<file path="config.mk">
export PLATFORM = sky130hd
export DESIGN_NAME = line_pixel_stepper_top_flat
export DESIGN_NICKNAME = d
export VERILOG_FILES = /design/src/rtl/lps_pkg.sv /design/src/rtl/lps_if.sv /design/src/rtl/lps_stepper.sv /design/src/rtl/line_pixel_stepper_top.sv /design/src/flat_wrapper.sv
export VERILOG_INCLUDE_DIRS = /design/src /design/src/rtl
export SDC_FILE = /design/constraint.sdc
export NUM_CORES = 1
export LEC_CHECK = 0
export ABC_AREA = 1
export BUFFER_PORTS_ARGS = -buffer_cell sky130_fd_sc_hd__buf_4
export CORE_MARGIN = 4
export CORE_UTILIZATION = 65
export CTS_CLUSTER_DIAMETER = 60
export CTS_CLUSTER_SIZE = 8
export DETAILED_ROUTE_END_ITERATION = 10
export PLACE_DENSITY = 0.82
export SLEW_MARGIN = 40
export SYNTH_ARGS = -nofsm -noshare
export SYNTH_HDL_FRONTEND = slang
export SYNTH_SLANG_ARGS = --single-unit
</file>
<file path="constraint.sdc">
create_clock -name clk_i -period 6 [get_ports clk_i]
set_input_delay 0.3 -clock clk_i [delete_from_list [all_inputs] [get_ports clk_i]]
set_output_delay 0.3 -clock clk_i [all_outputs]
set_load 0.01 [all_outputs]
</file>
<file path="src/rtl/assert_macros.svh">
// Assertion helpers shared by the RTL.
// ASSERT_CLK: property checked on every rising edge outside reset.
// ASSERT_NEVER: the expression must never hold outside reset.
`ifndef ASSERT_MACROS_SVH
`define ASSERT_MACROS_SVH

`define ASSERT_CLK(name, clk, rstn, prop, msg) \
  name: assert property (@(posedge clk) disable iff (!rstn) (prop)) else $error(msg);

`define ASSERT_NEVER(name, clk, rstn, expr, msg) \
  `ASSERT_CLK(name, clk, rstn, !(expr), msg)

`endif

</file>
<file path="src/rtl/lps_pkg.sv">
`timescale 1ns / 1ps
`default_nettype none

package lps_pkg;

  localparam int unsigned COORD_BITS = 9;
  // error terms never exceed twice the major distance
  localparam int unsigned ERR_BITS   = COORD_BITS + 2;
  // pixel count reaches distance + 1
  localparam int unsigned CNT_BITS   = COORD_BITS + 1;
  localparam int unsigned COLOR_BITS = 16;

  typedef logic [COORD_BITS-1:0] coord_t;
  typedef logic [ERR_BITS-1:0]   err_t;
  typedef logic [CNT_BITS-1:0]   cnt_t;
  typedef logic [COLOR_BITS-1:0] color_t;

  typedef enum logic [0:0] {
    OP_START = 1'b0,
    OP_NEXT  = 1'b1
  } op_e;

  typedef enum logic [1:0] {
    STEP_NONE = 2'd0,
    STEP_INC  = 2'd1,
    STEP_DEC  = 2'd3
  } step_e;

  typedef struct packed {
    op_e    operation;
    coord_t x_start;
    coord_t y_start;
    coord_t x_end;
    coord_t y_end;
    color_t color;
  } cmd_t;

  typedef struct packed {
    coord_t pixel_x;
    coord_t pixel_y;
    color_t pixel_color;
    logic   last_point;
  } pix_t;

  typedef struct packed {
    logic emit;
    pix_t pix;
  } res_t;

endpackage

`default_nettype wire

</file>
<file path="src/rtl/lps_if.sv">
`timescale 1ns / 1ps
`default_nettype none

interface lps_cmd_if;
  logic                 valid;
  logic                 ready;
  logic                 operation;
  lps_pkg::coord_t      x_start;
  lps_pkg::coord_t      y_start;
  lps_pkg::coord_t      x_end;
  lps_pkg::coord_t      y_end;
  lps_pkg::color_t      color;

  modport source (output valid, operation, x_start, y_start, x_end, y_end, color,
                  input ready);
  modport sink   (input valid, operation, x_start, y_start, x_end, y_end, color,
                  output ready);
endinterface

interface lps_pix_if;
  logic                 valid;
  logic                 ready;
  lps_pkg::coord_t      pixel_x;
  lps_pkg::coord_t      pixel_y;
  lps_pkg::color_t      pixel_color;
  logic                 last_point;

  modport source (output valid, pixel_x, pixel_y, pixel_color, last_point,
                  input ready);
  modport sink   (input valid, pixel_x, pixel_y, pixel_color, last_point,
                  output ready);
endinterface

`default_nettype wire

</file>
<file path="src/rtl/lps_stepper.sv">
`timescale 1ns / 1ps
`default_nettype none

// Line state and per-pixel step logic. State advances only on fire_i.
module lps_stepper (
  input  wire logic          clk_i,
  input  wire logic          rst_ni,
  input  wire logic          fire_i,
  input  wire lps_pkg::cmd_t cmd_i,
  output lps_pkg::res_t      res_o
);

  logic            active_q,  active_d;
  lps_pkg::coord_t cur_x_q,   cur_x_d;
  lps_pkg::coord_t cur_y_q,   cur_y_d;
  lps_pkg::err_t   err_x_q,   err_x_d;
  lps_pkg::err_t   err_y_q,   err_y_d;
  lps_pkg::coord_t abs_dx_q,  abs_dx_d;
  lps_pkg::coord_t abs_dy_q,  abs_dy_d;
  lps_pkg::coord_t major_q,   major_d;
  lps_pkg::step_e  step_x_q,  step_x_d;
  lps_pkg::step_e  step_y_q,  step_y_d;
  lps_pkg::cnt_t   left_q,    left_d;
  lps_pkg::color_t color_q,   color_d;

  lps_pkg::coord_t sdx, sdy, smajor;
  lps_pkg::step_e  sstx, ssty;
  lps_pkg::err_t   ex_sum, ey_sum, major_ext;
  logic            last;

  function automatic lps_pkg::coord_t apply_step(lps_pkg::coord_t c, lps_pkg::step_e s);
    lps_pkg::coord_t r;
    case (s)
      lps_pkg::STEP_INC: r = c + lps_pkg::coord_t'(1);
      lps_pkg::STEP_DEC: r = c - lps_pkg::coord_t'(1);
      default:           r = c;
    endcase
    return r;
  endfunction

  always_comb begin
    // start: per-axis delta and direction
    if (cmd_i.x_end > cmd_i.x_start) begin
      sdx  = cmd_i.x_end - cmd_i.x_start;
      sstx = lps_pkg::STEP_INC;
    end else if (cmd_i.x_end == cmd_i.x_start) begin
      sdx  = '0;
      sstx = lps_pkg::STEP_NONE;
    end else begin
      sdx  = cmd_i.x_start - cmd_i.x_end;
      sstx = lps_pkg::STEP_DEC;
    end
    if (cmd_i.y_end > cmd_i.y_start) begin
      sdy  = cmd_i.y_end - cmd_i.y_start;
      ssty = lps_pkg::STEP_INC;
    end else if (cmd_i.y_end == cmd_i.y_start) begin
      sdy  = '0;
      ssty = lps_pkg::STEP_NONE;
    end else begin
      sdy  = cmd_i.y_start - cmd_i.y_end;
      ssty = lps_pkg::STEP_DEC;
    end
    smajor = (sdx > sdy) ? sdx : sdy;

    // next: error accumulate
    major_ext = lps_pkg::err_t'(major_q);
    ex_sum    = err_x_q + lps_pkg::err_t'(abs_dx_q);
    ey_sum    = err_y_q + lps_pkg::err_t'(abs_dy_q);
    last      = (left_q <= lps_pkg::cnt_t'(1));

    active_d = active_q;
    cur_x_d  = cur_x_q;
    cur_y_d  = cur_y_q;
    err_x_d  = err_x_q;
    err_y_d  = err_y_q;
    abs_dx_d = abs_dx_q;
    abs_dy_d = abs_dy_q;
    major_d  = major_q;
    step_x_d = step_x_q;
    step_y_d = step_y_q;
    left_d   = left_q;
    color_d  = color_q;

    res_o.emit            = 1'b0;
    res_o.pix.pixel_x     = cur_x_q;
    res_o.pix.pixel_y     = cur_y_q;
    res_o.pix.pixel_color = color_q;
    res_o.pix.last_point  = 1'b0;

    unique case (cmd_i.operation)
      lps_pkg::OP_START: begin
        res_o.emit            = 1'b1;
        res_o.pix.pixel_x     = cmd_i.x_start;
        res_o.pix.pixel_y     = cmd_i.y_start;
        res_o.pix.pixel_color = cmd_i.color;
        active_d = 1'b1;
        cur_x_d  = cmd_i.x_start;
        cur_y_d  = cmd_i.y_start;
        abs_dx_d = sdx;
        abs_dy_d = sdy;
        major_d  = smajor;
        step_x_d = sstx;
        step_y_d = ssty;
        color_d  = cmd_i.color;
        left_d   = lps_pkg::cnt_t'(smajor) + lps_pkg::cnt_t'(1);
        // error starts at the delta: an axis steps on the first advance
        // if twice its delta exceeds major; the start pixel still repeats
        err_x_d  = lps_pkg::err_t'(sdx);
        err_y_d  = lps_pkg::err_t'(sdy);
      end
      lps_pkg::OP_NEXT: begin
        if (active_q) begin
          res_o.emit           = 1'b1;
          res_o.pix.last_point = last;
          if (last) begin
            left_d   = '0;
            active_d = 1'b0;
          end else begin
            left_d  = left_q - lps_pkg::cnt_t'(1);
            err_x_d = ex_sum;
            err_y_d = ey_sum;
            if (ex_sum > major_ext) begin
              err_x_d = ex_sum - major_ext;
              cur_x_d = apply_step(cur_x_q, step_x_q);
            end
            if (ey_sum > major_ext) begin
              err_y_d = ey_sum - major_ext;
              cur_y_d = apply_step(cur_y_q, step_y_q);
            end
          end
        end
      end
      default: ;
    endcase
  end

  always_ff @(posedge clk_i or negedge rst_ni) begin
    if (!rst_ni) begin
      active_q <= 1'b0;
      cur_x_q  <= '0;
      cur_y_q  <= '0;
      err_x_q  <= '0;
      err_y_q  <= '0;
      abs_dx_q <= '0;
      abs_dy_q <= '0;
      major_q  <= '0;
      step_x_q <= lps_pkg::STEP_NONE;
      step_y_q <= lps_pkg::STEP_NONE;
      left_q   <= '0;
      color_q  <= '0;
    end else if (fire_i) begin
      active_q <= active_d;
      cur_x_q  <= cur_x_d;
      cur_y_q  <= cur_y_d;
      err_x_q  <= err_x_d;
      err_y_q  <= err_y_d;
      abs_dx_q <= abs_dx_d;
      abs_dy_q <= abs_dy_d;
      major_q  <= major_d;
      step_x_q <= step_x_d;
      step_y_q <= step_y_d;
      left_q   <= left_d;
      color_q  <= color_d;
    end
  end

endmodule

`default_nettype wire

</file>
<file path="src/rtl/line_pixel_stepper_top.sv">
// A transferred command is held in the command register, and its pixel then in the pixel register, which drives pix_o.
// Throughput: one command per cycle unless a pixel waits on pix_o; the step is two error adds and compares on
// registered state, between the command register and the pixel register.
// A next command with no line in progress is consumed and gives no pixel.
// Reset (rst_ni low, asynchronous): both stage registers empty, no line active.
`timescale 1ns / 1ps
`default_nettype none
`include "assert_macros.svh"

module line_pixel_stepper_top (
  input  wire logic   clk_i,
  input  wire logic   rst_ni,
  lps_cmd_if.sink     cmd_i,
  lps_pix_if.source   pix_o
);

  // Stage 1: command register
  logic          cmd_valid_q;
  lps_pkg::cmd_t cmd_q, cmd_d;

  // Stage 2: pixel register
  logic          pix_valid_q;
  lps_pkg::pix_t pix_q;

  lps_pkg::res_t res;
  logic          out_free;   // pixel register may load this cycle
  logic          s2_go;      // staged command is consumed by the stepper
  logic          cmd_xfer;

  assign out_free = !pix_valid_q || pix_o.ready;
  // a command with no pixel never waits for the output side
  assign s2_go    = cmd_valid_q && (out_free || !res.emit);

  assign cmd_i.ready = !cmd_valid_q || s2_go;
  assign cmd_xfer    = cmd_i.valid && cmd_i.ready;

  always_comb begin
    cmd_d.operation = lps_pkg::op_e'(cmd_i.operation);
    cmd_d.x_start   = cmd_i.x_start;
    cmd_d.y_start   = cmd_i.y_start;
    cmd_d.x_end     = cmd_i.x_end;
    cmd_d.y_end     = cmd_i.y_end;
    cmd_d.color     = cmd_i.color;
  end

  always_ff @(posedge clk_i or negedge rst_ni) begin
    if (!rst_ni) begin
      cmd_valid_q <= 1'b0;
    end else if (cmd_i.ready) begin
      cmd_valid_q <= cmd_i.valid;
    end
  end

  always_ff @(posedge clk_i) begin
    if (cmd_xfer) begin
      cmd_q <= cmd_d;
    end
  end

  lps_stepper u_stepper (
    .clk_i  (clk_i),
    .rst_ni (rst_ni),
    .fire_i (s2_go),
    .cmd_i  (cmd_q),
    .res_o  (res)
  );

  // pixel register: loads on an emitting command, holds while stalled
  always_ff @(posedge clk_i or negedge rst_ni) begin
    if (!rst_ni) begin
      pix_valid_q <= 1'b0;
    end else if (out_free) begin
      pix_valid_q <= cmd_valid_q && res.emit;
    end
  end

  always_ff @(posedge clk_i) begin
    if (out_free && cmd_valid_q && res.emit) begin
      pix_q <= res.pix;
    end
  end

  assign pix_o.valid       = pix_valid_q;
  assign pix_o.pixel_x     = pix_q.pixel_x;
  assign pix_o.pixel_y     = pix_q.pixel_y;
  assign pix_o.pixel_color = pix_q.pixel_color;
  assign pix_o.last_point  = pix_q.last_point;

  // a pixel appears only from a command staged the cycle before
  `ASSERT_CLK(a_pix_from_stage, clk_i, rst_ni, $rose(pix_valid_q) |-> $past(cmd_valid_q), "pixel without staged command")
  // a command with no pixel must not fill a free output
  `ASSERT_CLK(a_no_phantom_pix, clk_i, rst_ni, (cmd_valid_q && !res.emit && out_free) |=> !pix_valid_q, "phantom pixel")
  // every start command gives a pixel
  `ASSERT_NEVER(a_start_emits, clk_i, rst_ni, s2_go && (cmd_q.operation == lps_pkg::OP_START) && !res.emit, "start without pixel")

endmodule

`default_nettype wire
</file>
<file path="src/flat_wrapper.sv">
// flat-port wrapper written by rule: the top's interface ports become plain ports
module line_pixel_stepper_top_flat 
  (clk_i, rst_ni, cmd_i_valid, cmd_i_operation, cmd_i_x_start, cmd_i_y_start, cmd_i_x_end, cmd_i_y_end, cmd_i_color, cmd_i_ready, pix_o_valid, pix_o_pixel_x, pix_o_pixel_y, pix_o_pixel_color, pix_o_last_point, pix_o_ready);
  lps_cmd_if cmd_i_i ();
  lps_pix_if pix_o_i ();
  input  wire logic clk_i;
  input  wire logic rst_ni;
  input wire logic [$bits(cmd_i_i.valid)-1:0] cmd_i_valid;
  input wire logic [$bits(cmd_i_i.operation)-1:0] cmd_i_operation;
  input wire logic [$bits(cmd_i_i.x_start)-1:0] cmd_i_x_start;
  input wire logic [$bits(cmd_i_i.y_start)-1:0] cmd_i_y_start;
  input wire logic [$bits(cmd_i_i.x_end)-1:0] cmd_i_x_end;
  input wire logic [$bits(cmd_i_i.y_end)-1:0] cmd_i_y_end;
  input wire logic [$bits(cmd_i_i.color)-1:0] cmd_i_color;
  output wire logic [$bits(cmd_i_i.ready)-1:0] cmd_i_ready;
  output wire logic [$bits(pix_o_i.valid)-1:0] pix_o_valid;
  output wire logic [$bits(pix_o_i.pixel_x)-1:0] pix_o_pixel_x;
  output wire logic [$bits(pix_o_i.pixel_y)-1:0] pix_o_pixel_y;
  output wire logic [$bits(pix_o_i.pixel_color)-1:0] pix_o_pixel_color;
  output wire logic [$bits(pix_o_i.last_point)-1:0] pix_o_last_point;
  input wire logic [$bits(pix_o_i.ready)-1:0] pix_o_ready;
  assign cmd_i_i.valid = cmd_i_valid;
  assign cmd_i_i.operation = cmd_i_operation;
  assign cmd_i_i.x_start = cmd_i_x_start;
  assign cmd_i_i.y_start = cmd_i_y_start;
  assign cmd_i_i.x_end = cmd_i_x_end;
  assign cmd_i_i.y_end = cmd_i_y_end;
  assign cmd_i_i.color = cmd_i_color;
  assign cmd_i_ready = cmd_i_i.ready;
  assign pix_o_valid = pix_o_i.valid;
  assign pix_o_pixel_x = pix_o_i.pixel_x;
  assign pix_o_pixel_y = pix_o_i.pixel_y;
  assign pix_o_pixel_color = pix_o_i.pixel_color;
  assign pix_o_last_point = pix_o_i.last_point;
  assign pix_o_i.ready = pix_o_ready;
  line_pixel_stepper_top u_core (.clk_i(clk_i), .rst_ni(rst_ni), .cmd_i(cmd_i_i), .pix_o(pix_o_i));
endmodule
</file>
==> metrics.md <==
| Metric | Value |
|---|---|
| Status | finished clean |
| Worst Slack Setup Final | around 1.6 ns |
| Int Pwr | about 4400 uW |
| Worst EP arrival | 4.70 ns |
| Input/output buffers | 93 |
| Vias in the first global route | 10500 |
| 1st-iter DRT viols | 823 |
| Syn. warnings | 0 |
| Max frequency | 227 MHz |
| Combinational power share | 63.0% |
| Yosys cell types | between 40 and 50 |
| Slew Limit Fails | 0 |
| Clk sinks | 188 |
| Crit share post-route | between 70% and 80% |
| Final Non-Filler Cells | 1933 |
| Die footprint | 0.0216 mm2 |
| Power Dens Cells | 608 mW/mm2 |
| Most common cell in the netlist | nand2_1 |
| Fin crit period | 4.41 ns |
| Setup TNS | 0 ns |
| Number of I/O pins | 94 |
| Initial core utilization | 66.6% |
| DRC Markers | 0 |
| Primary FF master, synth | dfrtp_1 |
| Vias per cell | 5.60 |
| Worst min-delay path class | input port to flip-flop |
| Slew @ Worst Pin | 0.708 ns |
| Max incr delay on CP | 0.50 ns |
| Simple-gate portion of the synthesized area | ~24% |
| Worst VDD drop | 0.000331 V |
| Num rows | 50 |
| Post-synthesis sequential area ratio | approximately 41% |
| DR WL/cell | about 16 um |
| Layout fillers | between 1000 and 1500 |
| Root Buffer Master | clkbuf_16 |
| Net Sw Power | between 4000 and 5000 uW |
| R2r setup slk | 1.59 ns |
| Startpoint types | flip-flop |
| RSZ-0062 raised after global routing | no |
| Cell count after synthesis | between 1500 and 2000 |
| Initial antenna violation count | 0 |
| Adder-cell share of the synthesized area | 11.2% |
| Crit path kind | flip-flop to flip-flop |
| Commonest cells in the netlist | nand2_1 (429), inv_1 (209), o21ai_0 (127), nand3_1 (107), a21oi_1 (102) |
| Reg2reg start | u_core.cmd_q[16]$_DFFE_PP_ |
| Sw frac | 49.3% |
| Drt pass-1 iters | 5 |
| CP dominant cell by count | nand2_1 |
| Worst Hold End | u_core.cmd_q[13]$_DFFE_PP_ |
| Max FO, Critical Path | 10 |
| Total core area | between 0.015 and 0.02 mm2 |
| Post-CTS sizing | 0 |
| Flop pwr share | 23.1% |
| Dpl ws | 1.68 ns |
| Remaining Overflow, GRT | 0 |
| Largest family of logic cells by synthesized area | simple AND/OR/NAND/NOR gates |
| Vias post-DR | roughly 11000 |
| Synthesized flop and latch total | approximately 190 |
| Clock H-tree levels | 4 |
| Hold depth | 1 |
| Syn_nets | about 1700 |
| Post-synthesis instance area | ~0.013 mm2 |
| Antenna cells | 0 |
| Largest net degree at the start of global routing | 58 |
| Post-synth EDFFs | just under 90 |
| Tot GR Track Use | 29.4% |
| Synth top area cells | edfxtp_1 (21%), dfrtp_1 (20%), nand2_1 (13%) |
| Critical-path top delay cell | fa_1 |
| Final Hold Viols | 0 |
| Placement Cell Area | 0.0135 mm2 |
| DIE WIDTH | approximately 150 um |
| Post-DRT Antenna Nets | 0 |
| Post-route cell area | 0.0142 mm2 |
| Max transition margin | 52.8% |
| Critical R2R Capture | u_core.u_stepper.left_q[6]$_DFFE_PN0P_ |
| Mux cell area share after synthesis | 0% |
| Setup bufs post-CTS | 0 |
| CTS Buffer Depth | 2 |
| Net count, final | roughly 1800 |
| Clk_skew | 0.0157 ns |
| Max cap viols | 0 |
| Gpl congestion | between 0.9 and 1 |
| CTS tree | yes |
| Final Setup Violations | 0 |
| Synth async-reset ratio | 53.2% |
| WL final | a little over 30 mm |
| Cell depth of the worst flop-to-flop path | 28 |
| CTS Buf Count | 17 |
| Die height | between 100 and 150 um |
| Layout cells sized above 1 | 11.9% |
| Cell Count Post-Placement | 1900 |
| Syn avg cell area | between 7 and 8 um2 |
| Synth area leader | edfxtp_1 |
| Worst EP required | around 6.3 ns |
| Area grow syn2layout | 12.9% |
| Post-Synth XOR/XNOR Area | 3.14% |
| Critical path endpoint category | flip-flop |
| Share of the synthesized area in the top cell type | between 20% and 30% |
| Leakage | 0.00702 uW |
| Clock latency on the worst-skew pair | 0.45 ns |
| Compound-Gate Fraction of Synth Area | 12.6% |
| Clock power frac | roughly 14% |
| HPWL Detailed | 23.0 mm |
| Worst-path clk slew | ~0.080 ns |
| First-pass GRT wire length | 51.4 mm |
| Hold_ws | 0.0258 ns |
| Hold Crit Start | cmd_i_color[13] |
## cell families (layout without fill, tap and decap cells)
| group | Yosys count | in the layout |
|---|---|---|
| and+or+nand+nor | 693 | 693 |
| xor gates and xnor gates | 45 | 45 |
| DFF | 188 | 188 |
| buffers and inverters | 256 | 353 |
| adders and majority gates | 106 | 106 |
| AOI/OAI and AO/OA | 288 | 288 |
## metal layers
layer	part of all wire, %	vias to the layer above	routed length, um	track usage, %
met5	0	-	0	0
met4	3.0	0	928	11.2
met3	6.1	59	1890	4.19
met2	47	364	14700	48.1
met1	44	5037	13500	40.2
li1	-	5371	-	-
## what timing repair did
| action | 4_1_cts | 5_1_grt |
|---|---|---|
| hold endpoints to repair | 43 | 0 |
| hold buffers | 1 | 0 |
| setup endpoints to repair | 0 | 0 |
## worst max-delay path: cells and delay by family, from the launching register on
family          cells  cell delay (ns)
fa+ha+maj           4             1.13
flops               1             0.42
compound gates      3             0.41
buf+inv             5             0.56
simple gates       16             1.73
## through the flow
| step | utilization (%) | power, uW |
|---|---|---|
| 3_5_place_dp | 71.7 | 7300 |
| 3_3_place_gp | 71.6 | 7180 |
| 4_1_cts | 75.1 | 8550 |
| 2_1_floorplan | - | 6080 |
| 5_1_grt | 75.2 | 9450 |
| 6_report | 75.2 | 8610 |
## how the worst max path moves through the flow
stage / start / slack [ns] / depth (start not counted) / end
after floorplan: u_core.cmd_q[16]$_DFFE_PP_ / 2.31 / 28 / u_core.u_stepper.left_q[6]$_DFFE_PN0P_
after global placement: u_core.cmd_q[43]$_DFFE_PP_ / 1.78 / 26 / u_core.u_stepper.left_q[6]$_DFFE_PN0P_
after detailed placement: u_core.cmd_q[16]$_DFFE_PP_ / 1.68 / 28 / u_core.u_stepper.left_q[6]$_DFFE_PN0P_
after CTS: u_core.cmd_q[16]$_DFFE_PP_ / 1.65 / 28 / u_core.u_stepper.left_q[6]$_DFFE_PN0P_
after global routing: u_core.cmd_q[43]$_DFFE_PP_ / 1.19 / 25 / u_core.u_stepper.left_q[6]$_DFFE_PN0P_
final: u_core.cmd_q[16]$_DFFE_PP_ / 1.59 / 28 / u_core.u_stepper.left_q[6]$_DFFE_PN0P_
## power by group through the flow
| stage | sequential [uW] | combinational [uW] | clock (uW) |
|---|---|---|---|
| after floorplan | 1980 | 4110 | 0 |
| after global placement | 1990 | 5190 | 0 |
| after detailed placement | 2000 | 5300 | 0 |
| after CTS | 1980 | 5360 | 1210 |
| after global routing | 2030 | 6160 | 1260 |
| final | 1990 | 5430 | 1200 |
## registers in the layout, indices dropped and copies added, names as in the netlist
| register | count |
|---|---|
| u_core.cmd_valid_q | 1 |
| u_core.u_stepper.step_x_q | 2 |
| u_core.u_stepper.color_q | 16 |
| u_core.pix_o.last_point | 1 |
| u_core.u_stepper.major_q | 9 |
| u_core.pix_o.pixel_x | 9 |
| u_core.u_stepper.cur_y_q | 9 |
| u_core.u_stepper.cur_x_q | 9 |
| u_core.u_stepper.err_x_q | 11 |
| u_core.u_stepper.active_q | 1 |
| u_core.u_stepper.step_y_q | 2 |
| u_core.pix_o.pixel_y | 9 |
| u_core.pix_o.pixel_color | 16 |
| u_core.cmd_q | 53 |
| u_core.u_stepper.abs_dx_q | 9 |
| u_core.u_stepper.err_y_q | 11 |
| u_core.u_stepper.left_q | 10 |
| u_core.pix_o.valid | 1 |
| u_core.u_stepper.abs_dy_q | 9 |
## layout make-up
class | count | area [um2] | area share [%]
Tap cell | 260 | 325 | 2.30
Inverter | 216 | 811 | 5.73
Clock buffer | 17 | 425 | 3.01
Sequential cell | 188 | 5140 | 36.4
Multi-Input combinational cell | 1132 | 6430 | 45.4
Clock inverter | 15 | 213 | 1.50
Timing Repair Buffer | 105 | 807 | 5.70
## layout by cell type (no fill, tap or decap), types with 6 or more instances in the layout
cell,count
a21oi_2,6
nand2_2,14
a21oi_1,102
nand3_2,6
nor2_4,8
nor2_1,78
nand2_1,429
clkbuf_16,17
nor2_2,7
inv_2,8
fa_1,10
dfrtp_1,100
xor2_1,30
o211ai_1,8
edfxtp_1,88
a31oi_1,7
nand4_1,23
nand3_1,107
clkinv_8,6
buf_4,102
or2_2,6
o21ai_0,127
o21ai_1,7
xnor2_1,15
ha_1,96
inv_1,208
o21a_1,6
No activity file was read; power rests on OpenSTA's default activity.
